[src/sdas_pkg.sv]
// Shared types and constants for the signed decimal add/subtract block.
package sdas_pkg;

  // Decimal arithmetic constants.
  localparam logic [3:0] DIGIT_MAX = 4'd9;
  localparam logic [4:0] RADIX     = 5'd10;

  // Configuration port geometry and register map.
  localparam int unsigned PADDR_W         = 3;
  localparam int unsigned PDATA_W         = 32;
  localparam logic        REG_SUBTRACT_OP = 1'b0;

  // One input transaction.
  typedef struct packed {
    logic       mode;
    logic [3:0] digit;
    logic       negative;
    logic       last_digit;
  } in_item_t;

  // One result transaction.
  typedef struct packed {
    logic [3:0] result_digit;
    logic       result_negative;
    logic       last;
    logic       overflow;
  } out_item_t;

  // Sequencer states.
  typedef enum logic [2:0] {
    ST_LOAD,
    ST_CALC,
    ST_DRAIN,
    ST_FINISH,
    ST_EMIT_RD,
    ST_EMIT_LD
  } ctrl_state_t;

  // Commands from the controller to the datapath.
  typedef struct packed {
    logic load;
    logic calc_init;
    logic issue;
    logic finish;
    logic emit_rd;
    logic emit_load;
  } dp_cmd_t;

  // Status from the datapath to the controller.
  typedef struct packed {
    logic pos_last;
    logic out_free;
    logic rd_last;
  } dp_status_t;

endpackage

[src/sdas_ctrl.sv]
// Sequencer for loading, the digit-serial pass and result emission.
module sdas_ctrl
  import sdas_pkg::*;
(
  input  logic       clk,
  input  logic       rst,
  input  logic       in_valid,
  input  in_item_t   in_data,
  output logic       in_stall,
  output dp_cmd_t    cmd,
  input  dp_status_t status
);

  ctrl_state_t state;
  ctrl_state_t state_next;

  // State register.
  always_ff @(posedge clk) begin
    if (rst) begin
      state <= ST_LOAD;
    end else begin
      state <= state_next;
    end
  end

  // Next state and commands.
  always_comb begin
    state_next = state;
    cmd        = '0;
    in_stall   = 1'b1;
    case (state)
      ST_LOAD: begin
        in_stall = 1'b0;
        cmd.load = in_valid;
        if (in_valid && in_data.mode && in_data.last_digit) begin
          cmd.calc_init = 1'b1;
          state_next    = ST_CALC;
        end
      end
      ST_CALC: begin
        cmd.issue = 1'b1;
        if (status.pos_last) begin
          state_next = ST_DRAIN;
        end
      end
      ST_DRAIN: begin
        state_next = ST_FINISH;
      end
      ST_FINISH: begin
        cmd.finish = 1'b1;
        state_next = ST_EMIT_RD;
      end
      ST_EMIT_RD: begin
        if (status.out_free) begin
          cmd.emit_rd = 1'b1;
          state_next  = ST_EMIT_LD;
        end
      end
      ST_EMIT_LD: begin
        cmd.emit_load = 1'b1;
        state_next    = status.rd_last ? ST_LOAD : ST_EMIT_RD;
      end
      default: begin
        state_next = ST_LOAD;
      end
    endcase
  end

endmodule

[src/sdas_datapath.sv]
// Operand memories, digit-serial add/subtract unit, result memory and output register.
module sdas_datapath
  import sdas_pkg::*;
#(
  parameter int unsigned MAX_DIGITS = 32
) (
  input  logic       clk,
  input  logic       rst,
  input  in_item_t   in_data,
  input  logic       subtract_op,
  input  dp_cmd_t    cmd,
  output dp_status_t status,
  output logic       out_valid,
  input  logic       out_stall,
  output out_item_t  out_data
);

  localparam int unsigned AW = (MAX_DIGITS > 1) ? $clog2(MAX_DIGITS) : 1;
  localparam int unsigned LW = $clog2(MAX_DIGITS + 1);
  localparam logic [AW-1:0] POS_LAST  = AW'(MAX_DIGITS - 1);
  localparam logic [LW-1:0] LEN_FULL  = LW'(MAX_DIGITS);
  localparam logic [LW-1:0] TOP_CARRY = LW'(MAX_DIGITS);

  // Operand stores, most significant digit at index zero.
  logic [3:0] first_mem  [MAX_DIGITS];
  logic [3:0] second_mem [MAX_DIGITS];
  // Result store: low nibble holds the sum or first minus second,
  // high nibble holds second minus first.
  logic [7:0] sum_mem    [MAX_DIGITS + 1];

  logic [LW-1:0] first_len;
  logic [LW-1:0] second_len;
  logic          first_sign;
  logic          second_sign;
  logic          ovf_seen;

  logic [3:0] digit_sat;
  logic       esign;
  logic       like;

  // Incoming digits saturate at nine.
  assign digit_sat = (in_data.digit > DIGIT_MAX) ? DIGIT_MAX : in_data.digit;
  assign esign     = second_sign ^ subtract_op;
  assign like      = (first_sign == esign);

  // Operand length, sign and overflow tracking.
  always_ff @(posedge clk) begin
    if (rst) begin
      first_len   <= '0;
      second_len  <= '0;
      first_sign  <= 1'b0;
      second_sign <= 1'b0;
      ovf_seen    <= 1'b0;
    end else if (cmd.finish) begin
      first_len   <= '0;
      second_len  <= '0;
      first_sign  <= 1'b0;
      second_sign <= 1'b0;
      ovf_seen    <= 1'b0;
    end else if (cmd.load) begin
      if (!in_data.mode) begin
        if (first_len == '0) begin
          first_sign <= in_data.negative;
        end
        if (first_len < LEN_FULL) begin
          first_len <= first_len + LW'(1);
        end else begin
          ovf_seen <= 1'b1;
        end
      end else begin
        if (second_len == '0) begin
          second_sign <= in_data.negative;
        end
        if (second_len < LEN_FULL) begin
          second_len <= second_len + LW'(1);
        end else begin
          ovf_seen <= 1'b1;
        end
      end
    end
  end

  // Operand store writes.
  always_ff @(posedge clk) begin
    if (cmd.load && !in_data.mode && (first_len < LEN_FULL)) begin
      first_mem[first_len[AW-1:0]] <= digit_sat;
    end
    if (cmd.load && in_data.mode && (second_len < LEN_FULL)) begin
      second_mem[second_len[AW-1:0]] <= digit_sat;
    end
  end

  // Position counter, least significant position first.
  logic [AW-1:0] pos;
  logic [LW-1:0] idx_a;
  logic [LW-1:0] idx_b;
  logic          a_in;
  logic          b_in;

  always_ff @(posedge clk) begin
    if (cmd.calc_init) begin
      pos <= '0;
    end else if (cmd.issue) begin
      pos <= pos + AW'(1);
    end
  end

  assign status.pos_last = (pos == POS_LAST);
  assign idx_a = first_len - LW'(pos) - LW'(1);
  assign idx_b = second_len - LW'(pos) - LW'(1);
  assign a_in  = LW'(pos) < first_len;
  assign b_in  = LW'(pos) < second_len;

  // Registered operand reads, one position a cycle.
  logic [3:0]    a_rd;
  logic [3:0]    b_rd;
  logic          a_ok;
  logic          b_ok;
  logic [AW-1:0] proc_pos;
  logic          proc_valid;

  always_ff @(posedge clk) begin
    if (cmd.issue) begin
      a_rd     <= first_mem[idx_a[AW-1:0]];
      b_rd     <= second_mem[idx_b[AW-1:0]];
      a_ok     <= a_in;
      b_ok     <= b_in;
      proc_pos <= pos;
    end
  end

  always_ff @(posedge clk) begin
    if (rst) begin
      proc_valid <= 1'b0;
    end else begin
      proc_valid <= cmd.issue;
    end
  end

  // One decimal position: sum with carry and both differences with borrow.
  logic [3:0] a_val;
  logic [3:0] b_val;
  logic [4:0] sum5;
  logic [4:0] diff_ab5;
  logic [4:0] diff_ba5;
  logic       carry_next;
  logic [3:0] sum_dig;
  logic [3:0] dig_ab;
  logic [3:0] dig_ba;
  logic [3:0] lane0;
  logic [3:0] lane1;

  logic       carry;
  logic       borrow_ab;
  logic       borrow_ba;
  logic       first_big;
  logic [LW-1:0] top0;
  logic [LW-1:0] top1;
  logic       nz0;
  logic       nz1;

  assign a_val      = a_ok ? a_rd : 4'd0;
  assign b_val      = b_ok ? b_rd : 4'd0;
  assign sum5       = {1'b0, a_val} + {1'b0, b_val} + {4'd0, carry};
  assign carry_next = (sum5 >= RADIX);
  assign sum_dig    = carry_next ? 4'(sum5 - RADIX) : sum5[3:0];
  assign diff_ab5   = {1'b0, a_val} - {1'b0, b_val} - {4'd0, borrow_ab};
  assign diff_ba5   = {1'b0, b_val} - {1'b0, a_val} - {4'd0, borrow_ba};
  assign dig_ab     = diff_ab5[4] ? 4'(diff_ab5 + RADIX) : diff_ab5[3:0];
  assign dig_ba     = diff_ba5[4] ? 4'(diff_ba5 + RADIX) : diff_ba5[3:0];
  assign lane0      = like ? sum_dig : dig_ab;
  assign lane1      = dig_ba;

  // Carries, magnitude compare and highest nonzero digit of each lane.
  always_ff @(posedge clk) begin
    if (cmd.calc_init) begin
      carry     <= 1'b0;
      borrow_ab <= 1'b0;
      borrow_ba <= 1'b0;
      first_big <= 1'b1;
      top0      <= '0;
      top1      <= '0;
      nz0       <= 1'b0;
      nz1       <= 1'b0;
    end else if (proc_valid) begin
      carry     <= carry_next;
      borrow_ab <= diff_ab5[4];
      borrow_ba <= diff_ba5[4];
      // Higher positions are seen later, so they override the compare.
      if (a_val != b_val) begin
        first_big <= (a_val > b_val);
      end
      if (lane0 != 4'd0) begin
        top0 <= LW'(proc_pos);
        nz0  <= 1'b1;
      end
      if (lane1 != 4'd0) begin
        top1 <= LW'(proc_pos);
        nz1  <= 1'b1;
      end
    end
  end

  // Result selection at the end of the pass.
  logic          use_ba;
  logic          carry_top;
  logic [LW-1:0] fin_top;
  logic          fin_nz;
  logic          fin_neg;

  assign use_ba    = !like && !first_big;
  assign carry_top = like && carry;
  assign fin_top   = use_ba ? top1 : (carry_top ? TOP_CARRY : top0);
  assign fin_nz    = use_ba ? nz1 : (nz0 || carry_top);
  assign fin_neg   = fin_nz && (like ? first_sign : (first_big ? first_sign : esign));

  // Result store writes: one per position, then the final carry.
  always_ff @(posedge clk) begin
    if (proc_valid) begin
      sum_mem[LW'(proc_pos)] <= {lane1, lane0};
    end else if (cmd.finish) begin
      sum_mem[TOP_CARRY] <= {4'd0, 3'd0, carry_top};
    end
  end

  // Result snapshot and emission counter.
  logic          res_lane_ba;
  logic          res_neg;
  logic          res_ovf;
  logic [LW-1:0] emit_pos;
  logic [7:0]    rd_word;
  logic          rd_last;

  always_ff @(posedge clk) begin
    if (cmd.finish) begin
      res_lane_ba <= use_ba;
      res_neg     <= fin_neg;
      res_ovf     <= ovf_seen;
      emit_pos    <= fin_top;
    end else if (cmd.emit_rd) begin
      rd_word <= sum_mem[emit_pos];
      rd_last <= (emit_pos == '0);
      if (emit_pos != '0) begin
        emit_pos <= emit_pos - LW'(1);
      end
    end
  end

  assign status.rd_last  = rd_last;
  assign status.out_free = !out_valid || !out_stall;

  // Output register.
  always_ff @(posedge clk) begin
    if (rst) begin
      out_valid <= 1'b0;
    end else if (cmd.emit_load) begin
      out_valid <= 1'b1;
    end else if (!out_stall) begin
      out_valid <= 1'b0;
    end
  end

  always_ff @(posedge clk) begin
    if (cmd.emit_load) begin
      out_data.result_digit    <= res_lane_ba ? rd_word[7:4] : rd_word[3:0];
      out_data.result_negative <= res_neg;
      out_data.last            <= rd_last;
      out_data.overflow        <= res_ovf;
    end
  end

endmodule

[src/signed_decimal_add_subtract.sv]
// Signed-magnitude decimal adder/subtracter. Operands arrive one digit per transaction, most
// significant digit first, and are accepted at one digit per cycle while the block is loading;
// digits past MAX_DIGITS are dropped and flag overflow on every result digit. The transaction
// that carries the second operand's final digit starts the computation: one pass walks the operand
// memories least significant position first through their single read port, forming the sum or
// both differences and the magnitude compare at once. Result digits then leave most significant
// first with leading zeros suppressed, each read from the result memory port and then loaded into
// the output register; a digit is read only while that register is free or being emptied.
// Input stays stalled from the start of the pass until the final result digit sits in the output
// register. The operation (add or subtract) is set by subtract_op at address 0.
module signed_decimal_add_subtract
  import sdas_pkg::*;
#(
  parameter int unsigned MAX_DIGITS = 32
) (
  input  logic               clk,
  input  logic               rst,
  input  logic               in_valid,
  output logic               in_stall,
  input  in_item_t           in_data,
  output logic               out_valid,
  input  logic               out_stall,
  output out_item_t          out_data,
  input  logic               psel,
  input  logic               penable,
  input  logic               pwrite,
  input  logic [PADDR_W-1:0] paddr,
  input  logic [PDATA_W-1:0] pwdata,
  output logic [PDATA_W-1:0] prdata,
  output logic               pready
);

  logic       subtract_op;
  logic       reg_hit;
  dp_cmd_t    cmd;
  dp_status_t status;

  // Configuration register.
  assign pready  = 1'b1;
  assign reg_hit = (paddr[2] == REG_SUBTRACT_OP);

  always_ff @(posedge clk) begin
    if (rst) begin
      subtract_op <= 1'b0;
    end else if (psel && penable && pwrite && pready && reg_hit) begin
      subtract_op <= pwdata[0];
    end
  end

  assign prdata = reg_hit ? {{(PDATA_W - 1){1'b0}}, subtract_op} : '0;

  // Sequencer.
  sdas_ctrl u_ctrl (
    .clk      (clk),
    .rst      (rst),
    .in_valid (in_valid),
    .in_data  (in_data),
    .in_stall (in_stall),
    .cmd      (cmd),
    .status   (status)
  );

  // Datapath.
  sdas_datapath #(
    .MAX_DIGITS (MAX_DIGITS)
  ) u_dp (
    .clk         (clk),
    .rst         (rst),
    .in_data     (in_data),
    .subtract_op (subtract_op),
    .cmd         (cmd),
    .status      (status),
    .out_valid   (out_valid),
    .out_stall   (out_stall),
    .out_data    (out_data)
  );

  // The output register is always empty when a result digit is loaded into it.
  assert property (@(posedge clk) disable iff (rst) cmd.emit_load |-> !out_valid)
    else $error("result digit loaded over a pending transaction");

  // No input transaction is taken while the digit pass runs.
  assert property (@(posedge clk) disable iff (rst) (cmd.issue || cmd.finish) |-> in_stall)
    else $error("input accepted during computation");

  // Load, issue, finish and emit commands come from distinct phases and never overlap.
  assert property (@(posedge clk) disable iff (rst)
    $onehot0({cmd.load, cmd.issue, cmd.finish, cmd.emit_rd, cmd.emit_load}))
    else $error("overlapping datapath commands");

endmodule

[config.mk]
export PLATFORM = sky130hd
export DESIGN_NAME = signed_decimal_add_subtract
export DESIGN_NICKNAME = d
export VERILOG_FILES = /design/src/sdas_pkg.sv /design/src/sdas_ctrl.sv /design/src/sdas_datapath.sv /design/src/signed_decimal_add_subtract.sv
export SDC_FILE = /design/constraint.sdc
export NUM_CORES = 1
export LEC_CHECK = 0
export BUFFER_PORTS_ARGS = -buffer_cell sky130_fd_sc_hd__buf_4
export CORE_MARGIN = 3
export CORE_UTILIZATION = 30
export CTS_CLUSTER_SIZE = 14
export DETAILED_ROUTE_END_ITERATION = 8
export HOLD_SLACK_MARGIN = 0.05
export PLACE_DENSITY_LB_ADDON = 0.3
export REMOVE_ABC_BUFFERS = 1
export SLEW_MARGIN = 10
export SYNTH_ARGS = -nofsm -noshare
export SYNTH_HDL_FRONTEND = slang
export SYNTH_SLANG_ARGS = --single-unit
[constraint.sdc]
create_clock -name clk -period 4.8 [get_ports clk]
set_input_delay 0 -clock clk [delete_from_list [all_inputs] [get_ports clk]]
set_output_delay 0 -clock clk [all_outputs]
set_load 0.03 [all_outputs]
Word level (Yosys, flattened, before mapping) --
Memories as Yosys holds them, arrays and structs flattened. A register that Yosys moved wholly into a read port is not among the register bits. Index checks and enable logic that the tools add are counted.
Word-level totals: register bits after elaboration 66, memory bits (writable) 520, memories 3
Operators by class: add/sub/neg operators 17, $lt $le $gt $ge 7, equal/unequal tests 14, multiplexer cells 47, bitwise gates (word level) 4, reductions and logical operators 41
Memory list:
- u_dp.sum_mem | depth 33, bits a word 8, read ports 1, clocked after memory_dff 1, wr ports 1, RTL line sdas_datapath.sv:29 | logic [7:0] sum_mem [MAX_DIGITS + 1];
- u_dp.first_mem | depth 32, bits a word 4, read ports 1, clocked after memory_dff 1, wr ports 1, RTL line sdas_datapath.sv:25 | logic [3:0] first_mem [MAX_DIGITS];
- u_dp.second_mem | depth 32, bits a word 4, read ports 1, clocked after memory_dff 1, wr ports 1, RTL line sdas_datapath.sv:26 | logic [3:0] second_mem [MAX_DIGITS];
Operators by type and width (count):
- $mux 6 | 6
- $mux 4 | 8
- $mux 1 | 26
- $logic_not 6->1 | 3
- $pmux 3 s6 | 1
- $reduce_and 3->1 | 6
- $add 6x1->6 const B | 2
- $logic_and 1x1->1 | 12
- $lt 5x6->1 | 2
- $lt 6x6->1 const B | 2
- $mux 3 | 4
- $reduce_and 2->1 | 5
- $sub 4x4->5 | 2
- $sub 5x1->5 | 2
- $sub 5x1->5 const B | 2
- $sub 5x5->5 | 2
- $add 4x4->4 const B | 2
- $mux 8 | 1
- $ne 2x2->1 const B | 4
- $reduce_bool 4->1 | 2
- $reduce_or 8->1 | 1
- $eq 3x2->1 const B | 2
- $eq 3x3->1 const B | 2
- $reduce_bool 6->1 | 1
- other kinds (21) | 30

Depth between registers and ports, before layout --
depth in word-level cells 8, mapped depth 15, depth with buffers taken out 15

Modules after synthesis --
A second synthesis with hierarchy kept.
Unflattened totals: cell total of the unflattened synthesis 1471, area, all modules 25663.4 µm²
Modules (own cells, without submodules):
- sdas_datapath | times used 1, cells an instance 1405, area an instance 25137.9 µm²
- signed_decimal_add_subtract | times used 1, cells an instance 40, area an instance 309.0 µm²
- sdas_ctrl | times used 1, cells an instance 26, area an instance 216.5 µm²

Worst setup path after synthesis --
No wires, ideal clock.
kind reg2reg, start point register u_dp.b_ok, end point memory u_dp.sum_mem[0][1] (data pin), setup time 0.475 ns, data arrival time 4.251 ns, setup slack 0.074 ns, stages on the path, launching flop included 14, path buffers 0, clock period less this slack 4.726 ns, cells stage by stage edfxtp_1 > nand2_1 > inv_1 > ha_1 > inv_1 > ha_1 > or2_2 > inv_1 > fa_1 > ha_1 > a22o_1 > a2bb2oi_1 > xor2_1 > a211oi_1
On the way: cells in the longest elaborated chain, start to end 7, elaborated cells on any way between the ends 12, those cells by class add/sub (6); order compare (1); mux (5)
Ends and longest elaborated chain:
- from (decl) | RTL line sdas_datapath.sv:118 | logic b_ok;
- from (signal assigned) | RTL line sdas_datapath.sv:127 | b_ok <= b_in;
- $mux 4 * | RTL line sdas_datapath.sv:163 | assign b_val = b_ok ? b_rd : 4'd0;
- $sub 4x4->5 or $add 4x4->5 (tied branches) | RTL line sdas_datapath.sv:167, sdas_datapath.sv:164
- $sub 5x1->5 or $add 5x1->5 (tied branches) | RTL line sdas_datapath.sv:167, sdas_datapath.sv:164
- $add 4x4->4, or another cell as far along | RTL line sdas_datapath.sv:169 | assign dig_ab = diff_ab5[4] ? 4'(diff_ab5 + RADIX) : diff_ab5[3:0];
- $mux 4 (on tied branches) | RTL line sdas_datapath.sv:169, sdas_datapath.sv:166
- $mux 4 * | RTL line sdas_datapath.sv:171 | assign lane0 = like ? sum_dig : dig_ab;
- $mux 8 (no source line) *
- to (decl) | RTL line sdas_datapath.sv:29
Every way passes the cells marked *; elsewhere a longest branch is shown, timed or not.

Worst setup path in the final report --
start point register u_dp.b_ok, end point memory u_dp.sum_mem[27][3] (data pin)
The elaborated chain is that of the path after synthesis.

==> results.yml <==
sta:
  maxSlewHeadroom: 0.190
  period_minus_slack_ns: 3.98
  layout_setup_ws_ns: 0.825
  setup_viol: 0
  setup_tns_ns: 0
  final.setup_skew_ns: 0.0222
  rsz0062_at_grt: "false"
  max_freq_ghz: 0.252
  hold_slack_ns: 0.190
  slew_viol_final: 0
  period_share: 0.828
  hold_viol: 0
  tightestPinTransition_ns: 1.21
yosys:
  ys_seq_area_frac: 0.698
  synth_cell_types: 62
  synth_area_leader_cell: "edfxtp_1"
  synthMuxAreaShare: 0.158
  synth_edf_count: 560
  syn_avg_cell_area_um2: 17.9
  synth_area_mm2: 0.0253
  ys_ff_latch: 602
  synthArstFlopShare: 0
  yosysTopAreaCellShare: 0.665
  ys.flop_type: "edfxtp_1"
  synth-compound-area-share: 0.0236
  synth-simple-area-share: 0.0522
  netlist_top_cells_area: "edfxtp_1 (67%), mux4_2 (14%), dfxtp_1 (3.3%)"
  ys_warn_count: 0
  synthAdderAreaFrac: 0.0298
  synth_top_family_by_area: "multiplexers"
  synth_xor_xnor_area_share: 0.0131
  synth_cells: 1414
global_routing:
  grt_pass1_vias: 13082
  grt_max_degree: 68
  gr-total-overflow: 0
  grt_usage: 0.124
  grt_antenna_before_repair: 0
  grt_first_pass_wirelength_um: 82600
drt:
  routed_wl_um: 54300
  drt-initial-drc-count: 1092
  drc: 0
  ant_nets: 0
  route.vias.total: 12580
  post_drt_via_cell_ratio: 4.83
  dr.pass1.iters: 5
  routedWlPerCell_um: 20.8
run_status:
  status: "finished clean"
floorplan:
  die_area_mm2: 0.0878
  initial_core_util: 0.305
  ios: 91
  fp.dieW_um: 296
  core_mm2: 0.0828
  die_h_um: 296
  row_count: 105
clocking:
  clk_pin_slew_ns: 0.06
  ctsResizeCount: 0
  cts-root-buf: "clkbuf_16"
  post_cts_buffers: 0
  htree_num_levels: 2
  worstSkewPairLatency_ns: 0.62
  clock_sinks: 602
  cts_buffers: 59
  cts_tree: "done"
  clk_path_buf_depth: 3
hold_path:
  whs_path_depth: 3
  min_path_type: "input port to register"
critical_path:
  cp-end-kind: "register"
  r2r_start: "u_dp.b_ok"
  required_ns: 5.26
  setup.worst_path.start_class: "register"
  critical_path_class: "register to register"
  reg2reg_depth: 13
  crit_fanout: 23
  r2r_end: "u_dp.sum_mem[27][3]"
  worstPathArrival_ns: 4.44
  cp-endpoint: "u_dp.sum_mem[27][3]"
  worst-r2r-setup-slack_ns: 0.82
  cpPeakStageDelay_ns: 0.78
  path_cells: "nand2_1 -> inv_1 -> ha_1 -> inv_1 -> ha_1 -> or2_2 -> inv_1 -> fa_1 -> ha_1 -> nor3_1 -> a21oi_1 -> a211oi_4 -> buf_4"
  critPathSlowestCell: "a211oi_4"
  setup.worst_path.start: "u_dp.b_ok"
placement:
  dp_hpwl_um: 34700
  portBuffers: 25
  place_ws_ns: 0.830
  gp_congestion: 0.769
  place_area_mm2: 0.0268
final_layout:
  final_common_cell: "edfxtp_1"
  final_cell_mix: "edfxtp_1 (560), mux4_2 (160), nor2_1 (144)"
  drive_gt1_frac: 0.216
  finish.net_count: 1593
  stdcell_area_mm2: 0.0287
  multi_input_comb_area_mm2: 0.00719
  syn_to_final_growth_pct: 13.4
  regArea_mm2: 0.0177
  fill_cells: 7838
  n_antenna_cell: 0
pwr:
  leakagePower_nw: 9.26
  powerDensity_mw_per_mm2: 496
  ir_drop_uv: 310
flow_run:
  maxCapViolations: 0
==> area by class of cell <==
class / count / area share
sequential: 602 / 0.616
multi-input combinational: 712 / 0.251
clock buffer: 75 / 0.0536
tap: 1070 / 0.0467
timing repair buffer: 64 / 0.0182
clock inverter: 35 / 0.00829
inverter: 49 / 0.00642
==> routing by layer <==
| layer | GRT usage | vias up | wire (um) |
|---|---|---|---|
| li1 | - | 5625 | - |
| met1 | 0.174 | 6595 | 24100 |
| met2 | 0.206 | 285 | 26700 |
| met3 | 0.0199 | 75 | 2590 |
| met4 | 0.0254 | 0 | 933 |
| met5 | 0 | - | 0 |
==> metrics by stage <==
stage | std cells | utilization | total power [mW]
final | 2607 | 0.346 | 14.2
after detailed placement | 2486 | 0.324 | 10.1
after floorplan | 1363 | - | 8.94
after global placement | 2486 | 0.324 | 10.0
after global routing | 2607 | 0.346 | 14.9
after CTS | 2607 | 0.346 | 14.4
==> cell families after synthesis <==
group                    count (synthesis)
flip-flops                             602
AND/OR/NAND/NOR                        296
multiplexers                           198
buffers and inverters                  130
AO/OA/AOI/OAI                           93
adder cells (fa/ha/maj)                 56
XOR/XNOR                                37
other                                    2
==> what timing repair did <==
action	in CTS	in global routing
endpoints found under the setup margin	0	0
hold endpoints to repair	89	0
hold buffers	11	0
==> flip-flops by register name, indices dropped and copies added (netlist names), 3 cells and up <==
name             flops
u_dp.a_rd            4
u_dp.first_mem     128
u_ctrl.state         3
u_dp.proc_pos        5
u_dp.second_len      6
u_dp.pos             5
u_dp.b_rd            4
u_dp.top0            5
u_dp.top1            5
u_dp.rd_word         8
u_dp.sum_mem       264
u_dp.second_mem    128
u_dp.out_data        7
u_dp.emit_pos        6
u_dp.first_len       6
==> critical path: cells and delay by family (launching register included) <==
| family | cells | cell delay (ns) |
|---|---|---|
| flops | 1 | 0.46 |
| simple gates | 3 | 0.72 |
| compound gates | 2 | 0.88 |
| buf+inv | 4 | 0.53 |
| fa+ha+maj | 4 | 1.22 |
==> power breakdown <==
| group | switching (mW) | total, mW | internal [mW] |
|---|---|---|---|
| Clock | 1.93 | 4.31 | 2.37 |
| Combinational | 1.93 | 3.29 | 1.36 |
| Sequential | 0.0830 | 6.61 | 6.53 |
| Total | 3.95 | 14.2 | 10.3 |
==> synth_stat cells (all sizes together) (7+ instances only) <==
master	n
clkbuf	37
dfxtp	42
nor3	9
ha	49
nand2	66
mux2	12
a211oi	8
xnor2	30
nor2	149
mux4	160
edfxtp	560
nor2b	14
mux2i	26
a21oi	27
buf	44
fa	7
inv	48
o21ai	26
nand3	22
xor2	7
==> how the worst min path moves through the flow <==
stage / slack, ns / start / to
floorplan: 0.07 / rst / u_ctrl.state[2]
global placement: 0.24 / pwdata[0] / subtract_op
detailed placement: 0.24 / pwdata[0] / subtract_op
CTS: 0.15 / rst / u_ctrl.state[2]
global route: 0.18 / rst / u_ctrl.state[2]
finish: 0.19 / rst / u_ctrl.state[2]
(Power assumes the default switching activity.)
